**src/sv/hrsp_pkg.sv**
```systemverilog
// Package for the HTTP request stream parser: phase, target and result kind
// codes, character constants and the fixed text tables used to match tokens.
// No dependencies.
`default_nettype none

package hrsp_pkg;

    localparam int LEN_BITS_DEF = 32;

    localparam logic [7:0] CH_CR    = 8'h0D;
    localparam logic [7:0] CH_LF    = 8'h0A;
    localparam logic [7:0] CH_SP    = 8'h20;
    localparam logic [7:0] CH_COLON = 8'h3A;
    localparam logic [7:0] CH_ZERO  = 8'h30;
    localparam logic [7:0] CH_NINE  = 8'h39;
    localparam logic [7:0] CH_G     = 8'h47;
    localparam logic [7:0] CH_P     = 8'h50;

    localparam logic [3:0] MATCH_MAX   = 4'd15;
    localparam logic [3:0] VERSION_LEN = 4'd8;
    localparam logic [3:0] GET_LEN     = 4'd3;
    localparam logic [3:0] POST_LEN    = 4'd4;

    typedef enum logic [2:0] {
        PH_METHOD,
        PH_URL,
        PH_VERSION,
        PH_NAME,
        PH_SKIP,
        PH_VALUE,
        PH_BODY,
        PH_ERROR
    } t_phase;

    typedef enum logic [1:0] {
        TGT_NONE,
        TGT_HOST,
        TGT_CTYPE,
        TGT_CLEN
    } t_target;

    typedef enum logic [2:0] {
        KIND_METHOD,
        KIND_URL,
        KIND_HOST,
        KIND_CTYPE,
        KIND_BODY,
        KIND_HDR_END,
        KIND_ERROR
    } t_kind;

    localparam logic [1:0] HDR_HOST  = 2'd0;
    localparam logic [1:0] HDR_CTYPE = 2'd1;
    localparam logic [1:0] HDR_CLEN  = 2'd2;

    typedef struct packed {
        t_phase     phase;
        logic [3:0] match_pos;
        logic [2:0] cand;
        t_target    target;
        logic       line_empty;
        logic       digit_seen;
        logic       method_bit;
    } t_ctl;

    typedef struct packed {
        logic        valid;
        t_kind       kind;
        logic [7:0]  data;
        logic        meth;
        logic        done;
        logic [31:0] len;
    } t_result;

    function automatic logic [7:0] method_char(input logic meth, input logic [3:0] pos);
        logic [7:0] ch;
        ch = 8'h00;
        if (meth) begin
            case (pos)
                4'd1:    ch = "O";
                4'd2:    ch = "S";
                4'd3:    ch = "T";
                default: ch = 8'h00;
            endcase
        end else begin
            case (pos)
                4'd1:    ch = "E";
                4'd2:    ch = "T";
                default: ch = 8'h00;
            endcase
        end
        return ch;
    endfunction

    function automatic logic [7:0] version_char(input logic [2:0] pos);
        logic [7:0] ch;
        case (pos)
            3'd0:    ch = "H";
            3'd1:    ch = "T";
            3'd2:    ch = "T";
            3'd3:    ch = "P";
            3'd4:    ch = "/";
            3'd5:    ch = "1";
            3'd6:    ch = ".";
            default: ch = "1";
        endcase
        return ch;
    endfunction

    function automatic logic [3:0] hdr_len(input logic [1:0] idx);
        logic [3:0] len;
        unique case (idx)
            HDR_HOST:  len = 4'd4;
            HDR_CTYPE: len = 4'd12;
            HDR_CLEN:  len = 4'd14;
            default:   len = 4'd0;
        endcase
        return len;
    endfunction

    function automatic logic [7:0] hdr_char(input logic [1:0] idx, input logic [3:0] pos);
        logic [111:0] txt;
        int           len;
        int           sh;
        unique case (idx)
            HDR_HOST:  txt = 112'("Host");
            HDR_CTYPE: txt = 112'("Content-Type");
            HDR_CLEN:  txt = 112'("Content-Length");
            default:   txt = '0;
        endcase
        len = int'(hdr_len(idx));
        if (int'(pos) < len) begin
            sh = 8 * (len - 1 - int'(pos));
            return txt[sh +: 8];
        end
        return 8'h00;
    endfunction

endpackage

`default_nettype wire

```
**src/sv/hrsp_step.sv**
```systemverilog
// Next-state and result logic of the parser for one byte.
// Depends on hrsp_pkg; purely combinational, registered by the top level.
`default_nettype none

module hrsp_step #(
    parameter int LEN_BITS = hrsp_pkg::LEN_BITS_DEF
) (
    input  wire  hrsp_pkg::t_ctl    i_ctl,
    input  wire  logic [LEN_BITS-1:0] i_len_accum,
    input  wire  logic [LEN_BITS-1:0] i_body_rem,
    input  wire  logic [7:0]        i_byte,
    output hrsp_pkg::t_ctl          o_ctl,
    output logic [LEN_BITS-1:0]     o_len_accum,
    output logic [LEN_BITS-1:0]     o_body_rem,
    output hrsp_pkg::t_result       o_res
);

    logic                is_cr;
    logic                is_lf;
    logic                is_sp;
    logic                is_colon;
    logic                is_digit;
    logic                mp_zero;
    logic                meth_over;
    logic                meth_char_ok;
    logic                ver_ok;
    logic                val_act;
    logic                w_fail;
    logic [2:0]          name_keep;
    hrsp_pkg::t_target   name_hit;
    logic [LEN_BITS+3:0] w_prod;
    logic [LEN_BITS-1:0] w_acc_next;
    logic [LEN_BITS-1:0] w_rem_dec;
    logic                w_rem_last;
    logic                w_acc_zero;
    logic [63:0]         w_len_wide;

    assign is_cr    = (i_byte == hrsp_pkg::CH_CR);
    assign is_lf    = (i_byte == hrsp_pkg::CH_LF);
    assign is_sp    = (i_byte == hrsp_pkg::CH_SP);
    assign is_colon = (i_byte == hrsp_pkg::CH_COLON);
    assign is_digit = (i_byte >= hrsp_pkg::CH_ZERO) && (i_byte <= hrsp_pkg::CH_NINE);

    assign mp_zero      = (i_ctl.match_pos == 4'd0);
    assign meth_over    = i_ctl.match_pos >= (i_ctl.method_bit ? hrsp_pkg::POST_LEN
                                                                : hrsp_pkg::GET_LEN);
    assign meth_char_ok = (i_byte == hrsp_pkg::method_char(i_ctl.method_bit,
                                                           i_ctl.match_pos));
    assign ver_ok       = (i_ctl.match_pos < hrsp_pkg::VERSION_LEN) &&
                          (i_byte == hrsp_pkg::version_char(i_ctl.match_pos[2:0]));
    assign val_act      = (i_ctl.phase == hrsp_pkg::PH_VALUE) ||
                          ((i_ctl.phase == hrsp_pkg::PH_SKIP) && !is_sp);

    always_comb begin
        for (int k = 0; k < 3; k++) begin
            name_keep[k] = i_ctl.cand[k] &&
                           (i_ctl.match_pos < hrsp_pkg::hdr_len(2'(k))) &&
                           (i_byte == hrsp_pkg::hdr_char(2'(k), i_ctl.match_pos));
        end
    end

    always_comb begin
        name_hit = hrsp_pkg::TGT_NONE;
        if (i_ctl.cand[0] && i_ctl.match_pos == hrsp_pkg::hdr_len(hrsp_pkg::HDR_HOST)) begin
            name_hit = hrsp_pkg::TGT_HOST;
        end
        if (i_ctl.cand[1] && i_ctl.match_pos == hrsp_pkg::hdr_len(hrsp_pkg::HDR_CTYPE)) begin
            name_hit = hrsp_pkg::TGT_CTYPE;
        end
        if (i_ctl.cand[2] && i_ctl.match_pos == hrsp_pkg::hdr_len(hrsp_pkg::HDR_CLEN)) begin
            name_hit = hrsp_pkg::TGT_CLEN;
        end
    end

    // Accumulate times ten plus the digit; any carry above the width saturates.
    assign w_prod = ((LEN_BITS+4)'(i_len_accum) << 3) + ((LEN_BITS+4)'(i_len_accum) << 1) +
                    (LEN_BITS+4)'(i_byte - hrsp_pkg::CH_ZERO);
    assign w_acc_next = (|w_prod[LEN_BITS+3:LEN_BITS]) ? {LEN_BITS{1'b1}}
                                                       : w_prod[LEN_BITS-1:0];
    assign w_rem_dec  = (i_body_rem != '0) ? i_body_rem - LEN_BITS'(1) : i_body_rem;
    assign w_rem_last = (w_rem_dec == '0);
    assign w_acc_zero = (i_len_accum == '0);
    assign w_len_wide = 64'(i_len_accum);

    always_comb begin
        w_fail = 1'b0;
        if (i_ctl.phase != hrsp_pkg::PH_ERROR && i_ctl.phase != hrsp_pkg::PH_BODY &&
            !is_cr) begin
            unique case (i_ctl.phase)
                hrsp_pkg::PH_METHOD: begin
                    if (mp_zero) begin
                        w_fail = !(i_byte == hrsp_pkg::CH_G || i_byte == hrsp_pkg::CH_P);
                    end else if (meth_over) begin
                        w_fail = !is_sp;
                    end else begin
                        w_fail = !meth_char_ok;
                    end
                end
                hrsp_pkg::PH_URL: begin
                    w_fail = is_lf;
                end
                hrsp_pkg::PH_VERSION: begin
                    w_fail = is_lf ? (i_ctl.match_pos != hrsp_pkg::VERSION_LEN) : !ver_ok;
                end
                hrsp_pkg::PH_NAME: begin
                    w_fail = is_lf && !i_ctl.line_empty;
                end
                hrsp_pkg::PH_SKIP, hrsp_pkg::PH_VALUE: begin
                    if (is_lf) begin
                        w_fail = (i_ctl.target == hrsp_pkg::TGT_CLEN) && !i_ctl.digit_seen;
                    end else begin
                        w_fail = val_act && (i_ctl.target == hrsp_pkg::TGT_CLEN) &&
                                 !i_ctl.digit_seen && !is_digit;
                    end
                end
                default: begin
                    w_fail = 1'b1;
                end
            endcase
        end
    end

    always_comb begin
        o_ctl       = i_ctl;
        o_len_accum = i_len_accum;
        o_body_rem  = i_body_rem;
        if (w_fail) begin
            o_ctl.phase = hrsp_pkg::PH_ERROR;
        end else if (i_ctl.phase == hrsp_pkg::PH_BODY) begin
            o_body_rem = w_rem_dec;
            if (w_rem_last) begin
                o_ctl.phase      = hrsp_pkg::PH_METHOD;
                o_ctl.match_pos  = '0;
                o_ctl.cand       = '1;
                o_ctl.target     = hrsp_pkg::TGT_NONE;
                o_ctl.line_empty = 1'b1;
                o_ctl.digit_seen = 1'b0;
                o_ctl.method_bit = 1'b0;
                o_len_accum      = '0;
                o_body_rem       = '0;
            end
        end else if (i_ctl.phase != hrsp_pkg::PH_ERROR && !is_cr) begin
            unique case (i_ctl.phase)
                hrsp_pkg::PH_METHOD: begin
                    if (mp_zero) begin
                        o_ctl.method_bit = (i_byte == hrsp_pkg::CH_P);
                        o_ctl.match_pos  = 4'd1;
                    end else if (meth_over) begin
                        o_ctl.phase     = hrsp_pkg::PH_URL;
                        o_ctl.match_pos = '0;
                    end else begin
                        o_ctl.match_pos = i_ctl.match_pos + 4'd1;
                    end
                end
                hrsp_pkg::PH_URL: begin
                    if (is_sp) begin
                        o_ctl.phase     = hrsp_pkg::PH_VERSION;
                        o_ctl.match_pos = '0;
                    end
                end
                hrsp_pkg::PH_VERSION: begin
                    if (is_lf) begin
                        o_ctl.phase      = hrsp_pkg::PH_NAME;
                        o_ctl.match_pos  = '0;
                        o_ctl.cand       = '1;
                        o_ctl.target     = hrsp_pkg::TGT_NONE;
                        o_ctl.line_empty = 1'b1;
                        o_ctl.digit_seen = 1'b0;
                    end else begin
                        o_ctl.match_pos = i_ctl.match_pos + 4'd1;
                    end
                end
                hrsp_pkg::PH_NAME: begin
                    if (is_lf) begin
                        if (w_acc_zero) begin
                            o_ctl.phase      = hrsp_pkg::PH_METHOD;
                            o_ctl.match_pos  = '0;
                            o_ctl.cand       = '1;
                            o_ctl.target     = hrsp_pkg::TGT_NONE;
                            o_ctl.line_empty = 1'b1;
                            o_ctl.digit_seen = 1'b0;
                            o_ctl.method_bit = 1'b0;
                            o_len_accum      = '0;
                            o_body_rem       = '0;
                        end else begin
                            o_ctl.phase = hrsp_pkg::PH_BODY;
                            o_body_rem  = i_len_accum;
                        end
                    end else begin
                        o_ctl.line_empty = 1'b0;
                        if (is_colon) begin
                            o_ctl.target = name_hit;
                            o_ctl.phase  = hrsp_pkg::PH_SKIP;
                            if (name_hit == hrsp_pkg::TGT_CLEN) begin
                                o_len_accum      = '0;
                                o_ctl.digit_seen = 1'b0;
                            end
                        end else begin
                            o_ctl.cand = name_keep;
                            if (i_ctl.match_pos < hrsp_pkg::MATCH_MAX) begin
                                o_ctl.match_pos = i_ctl.match_pos + 4'd1;
                            end
                        end
                    end
                end
                hrsp_pkg::PH_SKIP, hrsp_pkg::PH_VALUE: begin
                    if (is_lf) begin
                        o_ctl.phase      = hrsp_pkg::PH_NAME;
                        o_ctl.match_pos  = '0;
                        o_ctl.cand       = '1;
                        o_ctl.target     = hrsp_pkg::TGT_NONE;
                        o_ctl.line_empty = 1'b1;
                        o_ctl.digit_seen = 1'b0;
                    end else if (val_act) begin
                        o_ctl.phase = hrsp_pkg::PH_VALUE;
                        if (i_ctl.target == hrsp_pkg::TGT_CLEN) begin
                            if (is_digit) begin
                                o_len_accum      = w_acc_next;
                                o_ctl.digit_seen = 1'b1;
                            end else begin
                                o_ctl.target = hrsp_pkg::TGT_NONE;
                            end
                        end
                    end
                end
                default: begin
                    o_ctl.phase = hrsp_pkg::PH_ERROR;
                end
            endcase
        end
    end

    always_comb begin
        o_res = '{valid: 1'b0, kind: hrsp_pkg::KIND_METHOD, data: 8'h00, meth: 1'b0,
                  done: 1'b0, len: 32'h0};
        if (w_fail) begin
            o_res.valid = 1'b1;
            o_res.kind  = hrsp_pkg::KIND_ERROR;
        end else if (i_ctl.phase == hrsp_pkg::PH_BODY) begin
            o_res.valid = 1'b1;
            o_res.kind  = hrsp_pkg::KIND_BODY;
            o_res.data  = i_byte;
            o_res.done  = w_rem_last;
            o_res.len   = w_len_wide[31:0];
        end else if (i_ctl.phase != hrsp_pkg::PH_ERROR && !is_cr) begin
            unique case (i_ctl.phase)
                hrsp_pkg::PH_METHOD: begin
                    if (!mp_zero && meth_over) begin
                        o_res.valid = 1'b1;
                        o_res.kind  = hrsp_pkg::KIND_METHOD;
                        o_res.meth  = i_ctl.method_bit;
                    end
                end
                hrsp_pkg::PH_URL: begin
                    if (!is_sp) begin
                        o_res.valid = 1'b1;
                        o_res.kind  = hrsp_pkg::KIND_URL;
                        o_res.data  = i_byte;
                    end
                end
                hrsp_pkg::PH_NAME: begin
                    if (is_lf && w_acc_zero) begin
                        o_res.valid = 1'b1;
                        o_res.kind  = hrsp_pkg::KIND_HDR_END;
                        o_res.done  = 1'b1;
                    end
                end
                hrsp_pkg::PH_SKIP, hrsp_pkg::PH_VALUE: begin
                    if (!is_lf && val_act) begin
                        if (i_ctl.target == hrsp_pkg::TGT_HOST) begin
                            o_res.valid = 1'b1;
                            o_res.kind  = hrsp_pkg::KIND_HOST;
                            o_res.data  = i_byte;
                        end else if (i_ctl.target == hrsp_pkg::TGT_CTYPE) begin
                            o_res.valid = 1'b1;
                            o_res.kind  = hrsp_pkg::KIND_CTYPE;
                            o_res.data  = i_byte;
                        end
                    end
                end
                default: begin
                    o_res.valid = 1'b0;
                end
            endcase
        end
    end

endmodule

`default_nettype wire

```
**src/sv/http_request_stream_parser.sv**
```systemverilog
// HTTP/1.1 request stream parser, top level: state registers and result register.
// Depends on hrsp_pkg and hrsp_step.
//
// The block takes one raw request byte per item on the input channel and gives
// at most one result item per input item on the output channel. Results are
// the method, URL bytes, Host and Content-Type value bytes, body bytes with
// the parsed length, a marker for a request without body, and an error.
// An item accepted at one clock edge has its result presented from the next
// cycle on. The byte is decoded against the parser state combinationally, so
// one item can be accepted on every clock cycle while no result is stalled.
// A finished result sits in the output register; the next item is still taken
// in the cycle that result is taken. While the receiver stalls with a result
// pending, input ready is low and nothing is lost.
// Reset puts the parser at the start of a request line with the content
// length cleared and the output register empty. After an error the parser
// takes items but gives no results until the next reset.
`default_nettype none

module http_request_stream_parser #(
    parameter int LEN_BITS = hrsp_pkg::LEN_BITS_DEF
) (
    input  wire  logic        i_clk,
    input  wire  logic        i_rst_n,
    input  wire  logic        i_in_valid,
    output logic              o_in_ready,
    input  wire  logic [7:0]  i_data_byte,
    output logic              o_out_valid,
    input  wire  logic        i_out_ready,
    output logic [2:0]        o_out_kind,
    output logic [7:0]        o_out_byte,
    output logic              o_method_code,
    output logic              o_request_done,
    output logic [31:0]       o_body_length
);

    hrsp_pkg::t_ctl      r_ctl;
    hrsp_pkg::t_ctl      n_ctl;
    logic [LEN_BITS-1:0] r_len_accum;
    logic [LEN_BITS-1:0] n_len_accum;
    logic [LEN_BITS-1:0] r_body_rem;
    logic [LEN_BITS-1:0] n_body_rem;
    hrsp_pkg::t_result   n_res;
    logic                r_out_valid;
    hrsp_pkg::t_kind     r_out_kind;
    logic [7:0]          r_out_byte;
    logic                r_out_meth;
    logic                r_out_done;
    logic [31:0]         r_out_len;
    logic                w_accept;

    hrsp_step #(
        .LEN_BITS(LEN_BITS)
    ) u_step (
        .i_ctl       (r_ctl),
        .i_len_accum (r_len_accum),
        .i_body_rem  (r_body_rem),
        .i_byte      (i_data_byte),
        .o_ctl       (n_ctl),
        .o_len_accum (n_len_accum),
        .o_body_rem  (n_body_rem),
        .o_res       (n_res)
    );

    assign o_in_ready = !r_out_valid || i_out_ready;
    assign w_accept   = i_in_valid && o_in_ready;

    always_ff @(posedge i_clk) begin
        if (!i_rst_n) begin
            r_ctl.phase      <= hrsp_pkg::PH_METHOD;
            r_ctl.match_pos  <= '0;
            r_ctl.cand       <= '1;
            r_ctl.target     <= hrsp_pkg::TGT_NONE;
            r_ctl.line_empty <= 1'b1;
            r_ctl.digit_seen <= 1'b0;
            r_ctl.method_bit <= 1'b0;
            r_len_accum      <= '0;
            r_body_rem       <= '0;
            r_out_valid      <= 1'b0;
        end else if (w_accept) begin
            r_ctl       <= n_ctl;
            r_len_accum <= n_len_accum;
            r_body_rem  <= n_body_rem;
            r_out_valid <= n_res.valid;
        end else if (i_out_ready) begin
            r_out_valid <= 1'b0;
        end
    end

    always_ff @(posedge i_clk) begin
        if (w_accept && n_res.valid) begin
            r_out_kind <= n_res.kind;
            r_out_byte <= n_res.data;
            r_out_meth <= n_res.meth;
            r_out_done <= n_res.done;
            r_out_len  <= n_res.len;
        end
    end

    assign o_out_valid    = r_out_valid;
    assign o_out_kind     = r_out_kind;
    assign o_out_byte     = r_out_byte;
    assign o_method_code  = r_out_meth;
    assign o_request_done = r_out_done;
    assign o_body_length  = r_out_len;

    a_error_sticky: assert property (@(posedge i_clk) disable iff (!i_rst_n)
        r_ctl.phase == hrsp_pkg::PH_ERROR |=> r_ctl.phase == hrsp_pkg::PH_ERROR)
        else $error("parser left the error state without reset");

    a_error_silent: assert property (@(posedge i_clk) disable iff (!i_rst_n)
        (w_accept && r_ctl.phase == hrsp_pkg::PH_ERROR) |=> !r_out_valid)
        else $error("result produced after an error");

    a_body_count: assert property (@(posedge i_clk) disable iff (!i_rst_n)
        r_ctl.phase == hrsp_pkg::PH_BODY |-> r_body_rem != '0)
        else $error("body phase with no bytes remaining");

    a_done_kind: assert property (@(posedge i_clk) disable iff (!i_rst_n)
        (r_out_valid && r_out_done) |->
            (r_out_kind == hrsp_pkg::KIND_BODY || r_out_kind == hrsp_pkg::KIND_HDR_END))
        else $error("request end marked on a result of the wrong kind");

endmodule

`default_nettype wire
```
**config.mk**
```make
export PLATFORM = sky130hd
export DESIGN_NAME = http_request_stream_parser
export DESIGN_NICKNAME = d
export VERILOG_FILES = /design/src/sv/hrsp_pkg.sv /design/src/sv/hrsp_step.sv /design/src/sv/http_request_stream_parser.sv
export SDC_FILE = /design/constraint.sdc
export NUM_CORES = 1
export LEC_CHECK = 0
export BUFFER_PORTS_ARGS = -buffer_cell sky130_fd_sc_hd__buf_2
export CORE_MARGIN = 10
export CORE_UTILIZATION = 35
export CTS_CLUSTER_DIAMETER = 40
export DETAILED_ROUTE_END_ITERATION = 8
export GPL_TIMING_DRIVEN = 0
export PLACE_DENSITY = 0.56
export SETUP_SLACK_MARGIN = 0.05
export SYNTH_ARGS = -nofsm -noshare
export SYNTH_HDL_FRONTEND = slang
export SYNTH_HIERARCHICAL = 1
export SYNTH_SLANG_ARGS = --single-unit
```
**constraint.sdc**
```tcl
create_clock -name i_clk -period 7.1 [get_ports i_clk]
set_clock_uncertainty 0.05 [all_clocks]
set_input_delay 1.42 -clock i_clk [delete_from_list [all_inputs] [get_ports i_clk]]
set_output_delay 1.42 -clock i_clk [all_outputs]
set_load 0.01 [all_outputs]
```
==> results.cfg, run 1 <==
[finish]
utilization_pct = 39.4
antenna_cells = 0
syn_to_final_growth_pct = 12.0
fillers = 3725
drive_gt1_share_pct = 7.72
fin_area_um2 = 14000
finish.net_count = 1815

[yosys]
synth-compound-area-share_pct = 23.0
synth_xor_area_share_pct = 3.93
synth_top_area_share_pct = 12.8
synth_area_um2 = 12500
yosys.area_share.simple_pct = 24.9
synth_top_cell_by_area = dfxtp_1
synthCells = 1633
synth.most_common_cell = nand2_1
synth_mux_area_share_pct = 6.66
synth_cell_types = 82
synthesis.nets = 1739
synth-warning-count = 6
synthAdderAreaFrac_pct = 11.3
synth_area_leaders = dfxtp_1 (13%), edfxtp_1 (11%), nand2_1 (7.4%)
synth_top_family_by_area = simple AND/OR/NAND/NOR gates
synth_ff_type = dfxtp_1
syn_area_per_cell_um2 = 7.64
synth_common_cells = nand2_1 (245), nor2_1 (128), o21ai_0 (114)
synth_edf_count = 45
synth-async-reset-ratio_pct = 0
synth-seq-area-share_pct = 23.7
synth_seq_cells = 125

[place]
placed_area_um2 = 13300
place.port_buffers = 54
hpwl_um = 36000
dpl_worst_slack_ps = -834
globalplace.congestion = 0.946

[clocking]
htree_levels = 4
cts.clk_slew.worst_paths_ps = 70
clock_sinks = 125
clk_latency_ps = 440
cts-buffers-inserted = 17
cts_root_buffer = clkbuf_16
cts_hold_buf = 0
clockBufferDepth = 2
cts_tree = yes

[setup_path]
endpoint_kind = flop
critical_path.cell_chain = clkbuf_1 > clkbuf_2 > or3_1 > clkinvlp_4 > buf_4 > fa_1 > ha_1 > clkbuf_1 > and3_1 > nand4_1 > nor2_1 > a211oi_1 > o21ai_0 > xnor2_1 > nand4_1 > clkbuf_1 > a31oi_1 > o22ai_1 > nand2_1 > mux2i_1
crit_family = buffers and inverters
crit_top_cell = clkbuf_1
setup.worst_path.class = input pin to flop
slowest_stage = a211oi_1
worstSetupStartpointType = input pin
required_ps = 7420
path_buf_inv = 6
critical_path_peak_fanout = 13
max_stage_delay_ps = 680
crit_arrival_ps = 6940

[sta]
fmax_ghz = 0.151
tns_ps = 0
hold_viol_final = 0
layout_setup_ws_ps = 485
slew_viol_final = 0
fin_crit_ps = 6610
finalCritPeriodShare_pct = 93.2
final-setup-viol-count = 0
slew_headroom_pct = 2.75
rsz0062_at_grt = false
worst_pin_slew_ps = 1450

[floorplanning]
start_util_pct = 35.2
die_w_um = 209
io_pins = 59
row_count = 69
die_y_um = 209
core_area_um2 = 35400
die_area_um2 = 43600

[run]
drv_cap = 0

[detailed_routing]
firstDrtPassIters = 6
drc_errors = 0
ant_nets = 0
wirelength_um = 47400
initialDrtViolationCount = 1416
avgViaCountPerCell = 6.03
vias = 13200
wl_per_cell_um = 21.7

[pwr]
p_leak_nw = 5.47
peakVddDrop_v = 0.000192
p_per_area_nw_per_um2 = 206

[run_status]
status = finished, final reports clean

[grt]
grtUsageTotal_pct = 21.1
grt_overflow_total = 0
grt_pass1_wl_um = 74300
grt_max_degree = 33
antenna_found_initial = 0
grt_pass1_vias = 12500

[min_path]
hold_path.class = flop to flop
per-layer routing:
| layer | vias up | share of wire, % | track usage (%) | wire length, um |
|---|---|---|---|---|
| met5 | - | 0 | 0 | 0 |
| met4 | 0 | 2.9 | 7.49 | 1370 |
| met3 | 88 | 6.7 | 2.83 | 3160 |
| met2 | 616 | 47 | 34.4 | 22100 |
| met1 | 6370 | 44 | 28.0 | 20700 |
| li1 | 6094 | - | - | - |
cells in the final DEF, fill, tap and decap left out, types with 22 or more instances in the layout:
cell      count
edfxtp_1     45
nor4_1       32
nand2_1     245
xnor2_1      41
mux2i_1      83
buf_2        63
a21oi_1      69
dfxtp_1      80
nor2_1      128
o21ai_0     114
fa_1         31
inv_1        75
clkbuf_1    102
a22oi_1      26
a21o_1       22
nor3_1       44
ha_1         63
nand4_1      32
per-stage QoR:
stage,hold slack (ps),power (mW),instances
after global placement,389,1.96,2148
after CTS,411,2.88,2182
after detailed placement,399,1.97,2149
after global routing,421,3.03,2183
final,410,2.88,2183
after floorplan,381,1.60,1633
where the power goes:
| group | switching [mW] | internal [mW] | total (mW) |
|---|---|---|---|
| registers | 0.0332 | 0.859 | 0.892 |
| clock network | 0.400 | 0.502 | 0.901 |
| logic | 0.739 | 0.347 | 1.09 |
| total | 1.17 | 1.71 | 2.88 |
worst reg2reg max path, stage by stage (launching register included):
cell       delay, ps
dfxtp_1          460
clkbuf_1         440
inv_1            280
ha_1             360
clkbuf_1         290
a2111oi_0        470
a21oi_1           70
a2111oi_0        620
o21a_1           230
a21oi_1          280
nor3_1          1240
clkbuf_1         590
a22oi_1          150
o21ai_0          120
nand2_1           80
mux2i_1          180
final cells by class:
| class | count | area [um2] | area share (%) |
|---|---|---|---|
| timing repair buffer | 56 | 298 | 2.13 |
| inverter | 77 | 293 | 2.10 |
| buffer | 122 | 527 | 3.77 |
| multi-input combinational | 1309 | 8710 | 62.4 |
| clock inverter | 15 | 168 | 1.20 |
| timing repair inverter | 1 | 7.51 | 0.0538 |
| clock buffer | 17 | 425 | 3.05 |
| sequential | 125 | 2950 | 21.1 |
| tap | 461 | 577 | 4.13 |
cell families (layout without fill, tap and decap cells):
family,count (synthesis),count (layout)
simple gates,638,638
compound gates,438,438
buf+inv,199,288
flops,125,125
fa+ha+maj,94,94
mux,83,83
xor+xnor,56,56
final timing paths:
check                                  start                           end  slack (ps)  cells past startpoint
setup reg to reg       r_ctl[8]$_SDFFE_PN0P_   r_body_rem[18]$_SDFFE_PN0P_        1100                     15
hold reg to reg   r_body_rem[9]$_SDFFE_PN0P_    r_body_rem[9]$_SDFFE_PN0P_         410                      2
setup / recovery              i_data_byte[6]  r_len_accum[31]$_SDFFE_PN0P_         490                     20
hold / removal    r_body_rem[9]$_SDFFE_PN0P_    r_body_rem[9]$_SDFFE_PN0P_         410                      2
registers in the layout, summed over array words and instances, names as in the netlist:
register / count
o_out_valid: 1
o_out_byte: 8
o_method_code: 1
r_ctl: 15
o_body_length: 32
r_body_rem: 32
o_out_kind: 3
o_request_done: 1
r_len_accum: 32
what timing repair did:
action / 4_1_cts / 5_1_grt
pin swaps: 0 / 0
endpoints found under the setup margin: 32 / 28
gates resized for setup: 3 / 2
endpoints found under the hold margin: 0 / 0
cloned: 1 / 0
buffers inserted: 0 / 1
No activity file was read; power rests on OpenSTA's default activity.
==> run 2: changes to the inputs <==
--- a/config.mk
+++ b/config.mk
@@ -5,7 +5,9 @@
 export SDC_FILE = /design/constraint.sdc
 export NUM_CORES = 1
 export LEC_CHECK = 0
+export ABC_AREA = 1
 export BUFFER_PORTS_ARGS = -buffer_cell sky130_fd_sc_hd__buf_2
+export CORE_ASPECT_RATIO = 1.4
 export CORE_MARGIN = 10
 export CORE_UTILIZATION = 35
 export CTS_CLUSTER_DIAMETER = 40
==> results.cfg, run 2 <==
[detailed_routing]
wl_per_cell_um = 18.9
vias = 15900
initialDrtViolationCount = 1344
firstDrtPassIters = 6
avgViaCountPerCell = 5.26
wirelength_um = 57200
drc_errors = 0
ant_nets = 0

[yosys]
syn_area_per_cell_um2 = 6.00
synthesis.nets = 2506
synth_top_family_by_area = simple AND/OR/NAND/NOR gates
synth-compound-area-share_pct = 14.0
synth_xor_area_share_pct = 4.93
synth_area_um2 = 14400
synthCells = 2400
synth_top_area_share_pct = 20.3
synth_mux_area_share_pct = 0
synthAdderAreaFrac_pct = 9.79
synth_common_cells = nand2_1 (778), inv_1 (277), nor2_1 (276)
synth_ff_type = dfxtp_1
yosys.area_share.simple_pct = 38.0
synth.most_common_cell = nand2_1
synth-warning-count = 6
synth-seq-area-share_pct = 20.5
synth_cell_types = 58
synth_seq_cells = 125
synth_edf_count = 45
synth_top_cell_by_area = nand2_1
synth-async-reset-ratio_pct = 0
synth_area_leaders = nand2_1 (20%), dfxtp_1 (11%), edfxtp_1 (9.4%)

[clocking]
cts_hold_buf = 0
cts_tree = yes
cts-buffers-inserted = 17
clock_sinks = 125
cts_root_buffer = clkbuf_16
cts_setup_buffers = 0
post_cts_resized = 0
cts.clk_slew.worst_paths_ps = 60
htree_levels = 4
clockBufferDepth = 2
clk_latency_ps = 450

[min_path]
hold_path.class = flop to flop
min_to = r_ctl[13]$_SDFFE_PN0P_
whs_path_depth = 2
hold_start = r_ctl[13]$_SDFFE_PN0P_

[pwr]
p_per_area_nw_per_um2 = 235
p_sw_share_pct = 44.8
total_power_mw = 3.76
p_leak_nw = 7.74
pwr-share-seq_pct = 25.8
switchingPower_mw = 1.68
p_comb_share_pct = 47.5
p_clk_share_pct = 26.7
peakVddDrop_v = 0.000157
power.internal_mw = 2.08

[grt]
grt_pass1_wl_um = 87100
grtUsageTotal_pct = 22.6
grt_max_degree = 27
grt_pass1_vias = 14900
antenna_found_initial = 0
grt_overflow_total = 0

[finish]
fillers = 4594
syn_to_final_growth_pct = 11.3
multiInputGateArea_um2 = 9610
drive_gt1_share_pct = 8.28
fin_area_um2 = 16000
antenna_cells = 0
layout_commonest_cell = nand2_1
finish.net_count = 2580
layout_common_cells = nand2_1 (778), inv_1 (277), nor2_1 (274)
seqCellArea_um2 = 2950

[sta]
rsz0062_at_grt = false
finalCritPeriodShare_pct = 87.5
layout_setup_ws_ps = 886
hold_viol_final = 0
slew_viol_final = 0
slew_headroom_pct = 35.9
final-setup-viol-count = 0
fin_crit_ps = 6210
worst_pin_slew_ps = 960
tns_ps = 0
fmax_ghz = 0.161

[floorplanning]
io_pins = 59
core_area_um2 = 40500
die_w_um = 191
start_util_pct = 35.5
row_count = 87
die_y_um = 260
die_area_um2 = 49700

[setup_path]
slowest_stage = nor2_4
worstSetupStartpointType = input pin
crit_arrival_ps = 6510
worstReg2RegEnd = o_body_length[15]$_DFFE_PP_
r2r_slack_ps = 2200
crit_top_cell = nand2_1
required_ps = 7390
endpoint_kind = flop
r2r_start = r_ctl[9]$_SDFFE_PN0P_
max_stage_delay_ps = 720
setup.worst_path.class = input pin to flop
critical_path_peak_fanout = 26
ff2ff_path_depth = 19

[run]
drv_cap = 0

[place]
hpwl_um = 45500
place.port_buffers = 54
placed_area_um2 = 15400
dpl_worst_slack_ps = 417
globalplace.congestion = 1.01

[run_status]
status = finished, final reports clean
-- run 2: per-layer routing --
metal	vias up	global-route usage [%]	routed length (um)
li1	7815	-	-
met1	7368	26.7	23400
met2	551	39.7	28400
met3	148	2.54	2850
met4	0	10.4	2550
met5	-	0	0
-- run 2: layout make-up --
class                      count  share of cell area, %
multi-input combinational   1873                   60.0
sequential                   125                   18.4
inverter                     297                   6.97
buffer                       105                   4.52
tap                          534                   4.17
clock buffer                  22                   2.97
timing repair buffer          55                   1.81
clock inverter                10                   1.15
-- run 2: how the worst max path moves through the flow --
| stage | startpoint | to |
|---|---|---|
| global placement | i_data_byte[6] | r_len_accum[28]$_SDFFE_PN0P_ |
| global route | i_data_byte[6] | r_len_accum[16]$_SDFFE_PN0P_ |
| detailed placement | i_data_byte[6] | r_len_accum[28]$_SDFFE_PN0P_ |
| floorplan | i_data_byte[6] | r_len_accum[28]$_SDFFE_PN0P_ |
| CTS | i_data_byte[6] | r_len_accum[28]$_SDFFE_PN0P_ |
| finish | i_data_byte[6] | r_len_accum[28]$_SDFFE_PN0P_ |
-- run 2: cell families after synthesis --
| group | count (synthesis) |
|---|---|
| AOI/OAI and AO/OA | 377 |
| xor gates and xnor gates | 81 |
| adders and majority gates | 94 |
| buffers and inverters | 402 |
| DFF | 125 |
| and+or+nand+nor | 1321 |
-- run 2: critical path: cells and delay by family --
family,cells,cell delay [ps]
fa+ha+maj,2,900
simple gates,21,2920
buf+inv,6,780
compound gates,2,410
-- run 2: power by group through the flow --
stage	clock, mW	combinational [mW]	sequential [mW]
detailed placement	0	1.76	0.985
global placement	0	1.74	0.989
CTS	1.02	1.77	0.971
finish	1.01	1.79	0.970
global route	1.05	1.98	0.984
floorplan	0	1.22	0.968
-- run 2: stage by stage --
step	util, %	cells	hold WS (ps)
floorplan	-	2400	396
global placement	37.9	2988	416
detailed placement	37.9	2989	424
CTS	39.6	3021	440
global route	39.6	3021	480
finish	39.6	3021	433
==> run 3: changes to the inputs <==
--- a/config.mk
+++ b/config.mk
@@ -17,5 +17,4 @@
 export SETUP_SLACK_MARGIN = 0.05
 export SYNTH_ARGS = -nofsm -noshare
 export SYNTH_HDL_FRONTEND = slang
-export SYNTH_HIERARCHICAL = 1
 export SYNTH_SLANG_ARGS = --single-unit
==> results.cfg, run 3 <==
[run_status]
status = finished, final reports clean

[clocking]
cts_tree = yes
htree_levels = 4
post_cts_resized = 0
cts-buffers-inserted = 17
clk_latency_ps = 460
cts.clk_slew.worst_paths_ps = 60
clockBufferDepth = 2
cts_setup_buffers = 0
cts_hold_buf = 0
clock_sinks = 125
cts_root_buffer = clkbuf_16

[detailed_routing]
vias = 12400
wirelength_um = 43300
firstDrtPassIters = 8
ant_nets = 0
avgViaCountPerCell = 5.13
drc_errors = 0
wl_per_cell_um = 17.9
initialDrtViolationCount = 782

[min_path]
hold_start = r_ctl[6]$_SDFFE_PN1P_
min_to = r_ctl[6]$_SDFFE_PN1P_
whs_path_depth = 2
hold_path.class = flop to flop

[yosys]
synthesis.nets = 1976
synth_common_cells = nand2_1 (549), nor2_1 (347), inv_1 (168)
synth_ff_type = dfxtp_1
synth_edf_count = 45
synth_top_area_share_pct = 17.2
synth_top_cell_by_area = nand2_1
syn_area_per_cell_um2 = 6.39
synthCells = 1870
synth_area_leaders = nand2_1 (17%), dfxtp_1 (13%), edfxtp_1 (11%)
synth-warning-count = 0
synth-seq-area-share_pct = 24.7
synth.most_common_cell = nand2_1
synth-async-reset-ratio_pct = 0
synth_area_um2 = 11900
synth_seq_cells = 125
synth_cell_types = 51

[place]
place.port_buffers = 56
dpl_worst_slack_ps = 1260
globalplace.congestion = 0.953
hpwl_um = 35600

[pwr]
p_per_area_nw_per_um2 = 422
power.internal_mw = 2.70
p_comb_share_pct = 63.9
total_power_mw = 5.67
p_leak_nw = 6.70
pwr-share-seq_pct = 20.1
p_sw_share_pct = 52.4
peakVddDrop_v = 0.000204
p_clk_share_pct = 16.1
switchingPower_mw = 2.97

[floorplanning]
die_y_um = 239
start_util_pct = 35.2
core_area_um2 = 33900
die_w_um = 176
row_count = 80
die_area_um2 = 42000
io_pins = 59

[setup_path]
crit_family = simple AND/OR/NAND/NOR gates
setup.worst_path.class = input pin to flop
critical_path.cell_chain = buf_2 > ha_1 > nor2_4 > buf_12 > fa_1 > ha_1 > nand2_1 > nor3_1 > nand2_1 > nor2_1 > nand3_1 > nand4_1 > nand2_1 > nor2_1 > buf_2 > nand3_1 > nand2_1 > nand2_1 > nor2_1 > nor2_1
r2r_start = r_ctl[9]$_SDFFE_PN0P_
worstReg2RegEnd = o_body_length[1]$_SDFFCE_PP0P_
crit_top_cell = nand2_1
worstSetupStartpointType = input pin
max_stage_delay_ps = 520
crit_arrival_ps = 5650
required_ps = 7400
slowest_stage = nor2_1
critical_path_peak_fanout = 27
ff2ff_path_depth = 17
endpoint_kind = flop
r2r_slack_ps = 2670
path_buf_inv = 3

[grt]
grt_max_degree = 28
met2_usage_pct = 39.5
grt_pass1_wl_um = 67900
antenna_found_initial = 0
grtUsageTotal_pct = 20.6
grt_use_met1_pct = 20.9
grt-busiest-layer = met2
grtUsageMet3_pct = 2.37
grt_overflow_total = 0
grt_pass1_vias = 12500

[sta]
tns_ps = 0
layout_setup_ws_ps = 1750
final-setup-viol-count = 0
finalCritPeriodShare_pct = 75.3
slew_headroom_pct = 43.7
hold_viol_final = 0
slew_viol_final = 0
fmax_ghz = 0.187
rsz0062_at_grt = false
timing.hold.ws_ps = 436
fin_crit_ps = 5350
worst_pin_slew_ps = 844

[finish]
syn_to_final_growth_pct = 12.5
drive_gt1_share_pct = 9.95
layout_commonest_cell = nand2_1
finish.net_count = 2053
layout_common_cells = nand2_1 (549), nor2_1 (346), inv_1 (167)
antenna_cells = 0

[run]
drv_cap = 0
-- run 3: changes by cell type after synthesis, sizes merged, moves of 20 or more --
cell	delta
nand4	+20
nand2	-226
nor2	+71
a21oi	-103
buf	-25
xor2	-30
nand3	-43
inv	-104
nor3	+20
a211oi	+26
o21ai	-108
-- run 3: layout make-up --
| cell class | count | area (um2) |
|---|---|---|
| fill | 3714 | 20500 |
| multi-input combinational | 1491 | 7930 |
| sequential | 125 | 2950 |
| inverter | 190 | 716 |
| tap | 451 | 564 |
| clock buffer | 17 | 425 |
| buffer | 64 | 353 |
| timing repair buffer | 58 | 320 |
| clock inverter | 15 | 171 |
-- run 3: how the worst max path moves through the flow --
stage                                               to           start  slack [ps]  cells past startpoint
after floorplan           r_len_accum[11]$_SDFFE_PN0P_  i_data_byte[6]        1150                     24
after global placement    r_len_accum[18]$_SDFFE_PN0P_  i_data_byte[5]        -750                     19
after detailed placement  r_len_accum[18]$_SDFFE_PN0P_  i_data_byte[5]        1260                     21
after CTS                 r_len_accum[18]$_SDFFE_PN0P_  i_data_byte[5]        1710                     21
after global routing      r_len_accum[18]$_SDFFE_PN0P_  i_data_byte[5]        1360                     20
final                     r_len_accum[18]$_SDFFE_PN0P_  i_data_byte[5]        1750                     20
-- run 3: power groups by stage --
stage,clock network [mW],registers [mW],logic [mW]
after global placement,0,1.16,3.56
after detailed placement,0,1.15,3.59
after floorplan,0,1.17,2.53
after global routing,0.941,1.16,4.06
final,0.913,1.14,3.62
after CTS,0.920,1.14,3.61
-- run 3: per-layer routing --
| layer | wire length, um | part of all wire [%] |
|---|---|---|
| met4 | 2230 | 5.2 |
| met3 | 1260 | 2.9 |
| met1 | 16200 | 38 |
| met2 | 23500 | 54 |
| met5 | 0 | 0 |
-- run 3: kinds of logic after synthesis --
| family | Yosys count | share of synthesized area (%) |
|---|---|---|
| AND/OR/NAND/NOR | 1150 | 40.5 |
| AO/OA/AOI/OAI | 193 | 10.1 |
| flip-flops | 125 | 24.7 |
| adder cells (fa/ha/maj) | 94 | 11.8 |
| buffers and inverters | 254 | 8.94 |
| XOR/XNOR | 54 | 3.96 |
-- run 3: worst reg2reg max path, delay by kind of cell (launching register included) --
family,cells,cell delay [ps]
buf+inv,6,1810
flops,1,510
simple gates,8,930
fa+ha+maj,1,310
compound gates,2,510
-- run 3: metrics by stage --
stage | utilization (%) | cell area, um2 | instances
floorplan | - | 11900 | 1870
global placement | 37.7 | 12800 | 2377
detailed placement | 37.8 | 12800 | 2379
CTS | 39.6 | 13400 | 2411
global route | 39.6 | 13400 | 2411
finish | 39.6 | 13400 | 2411
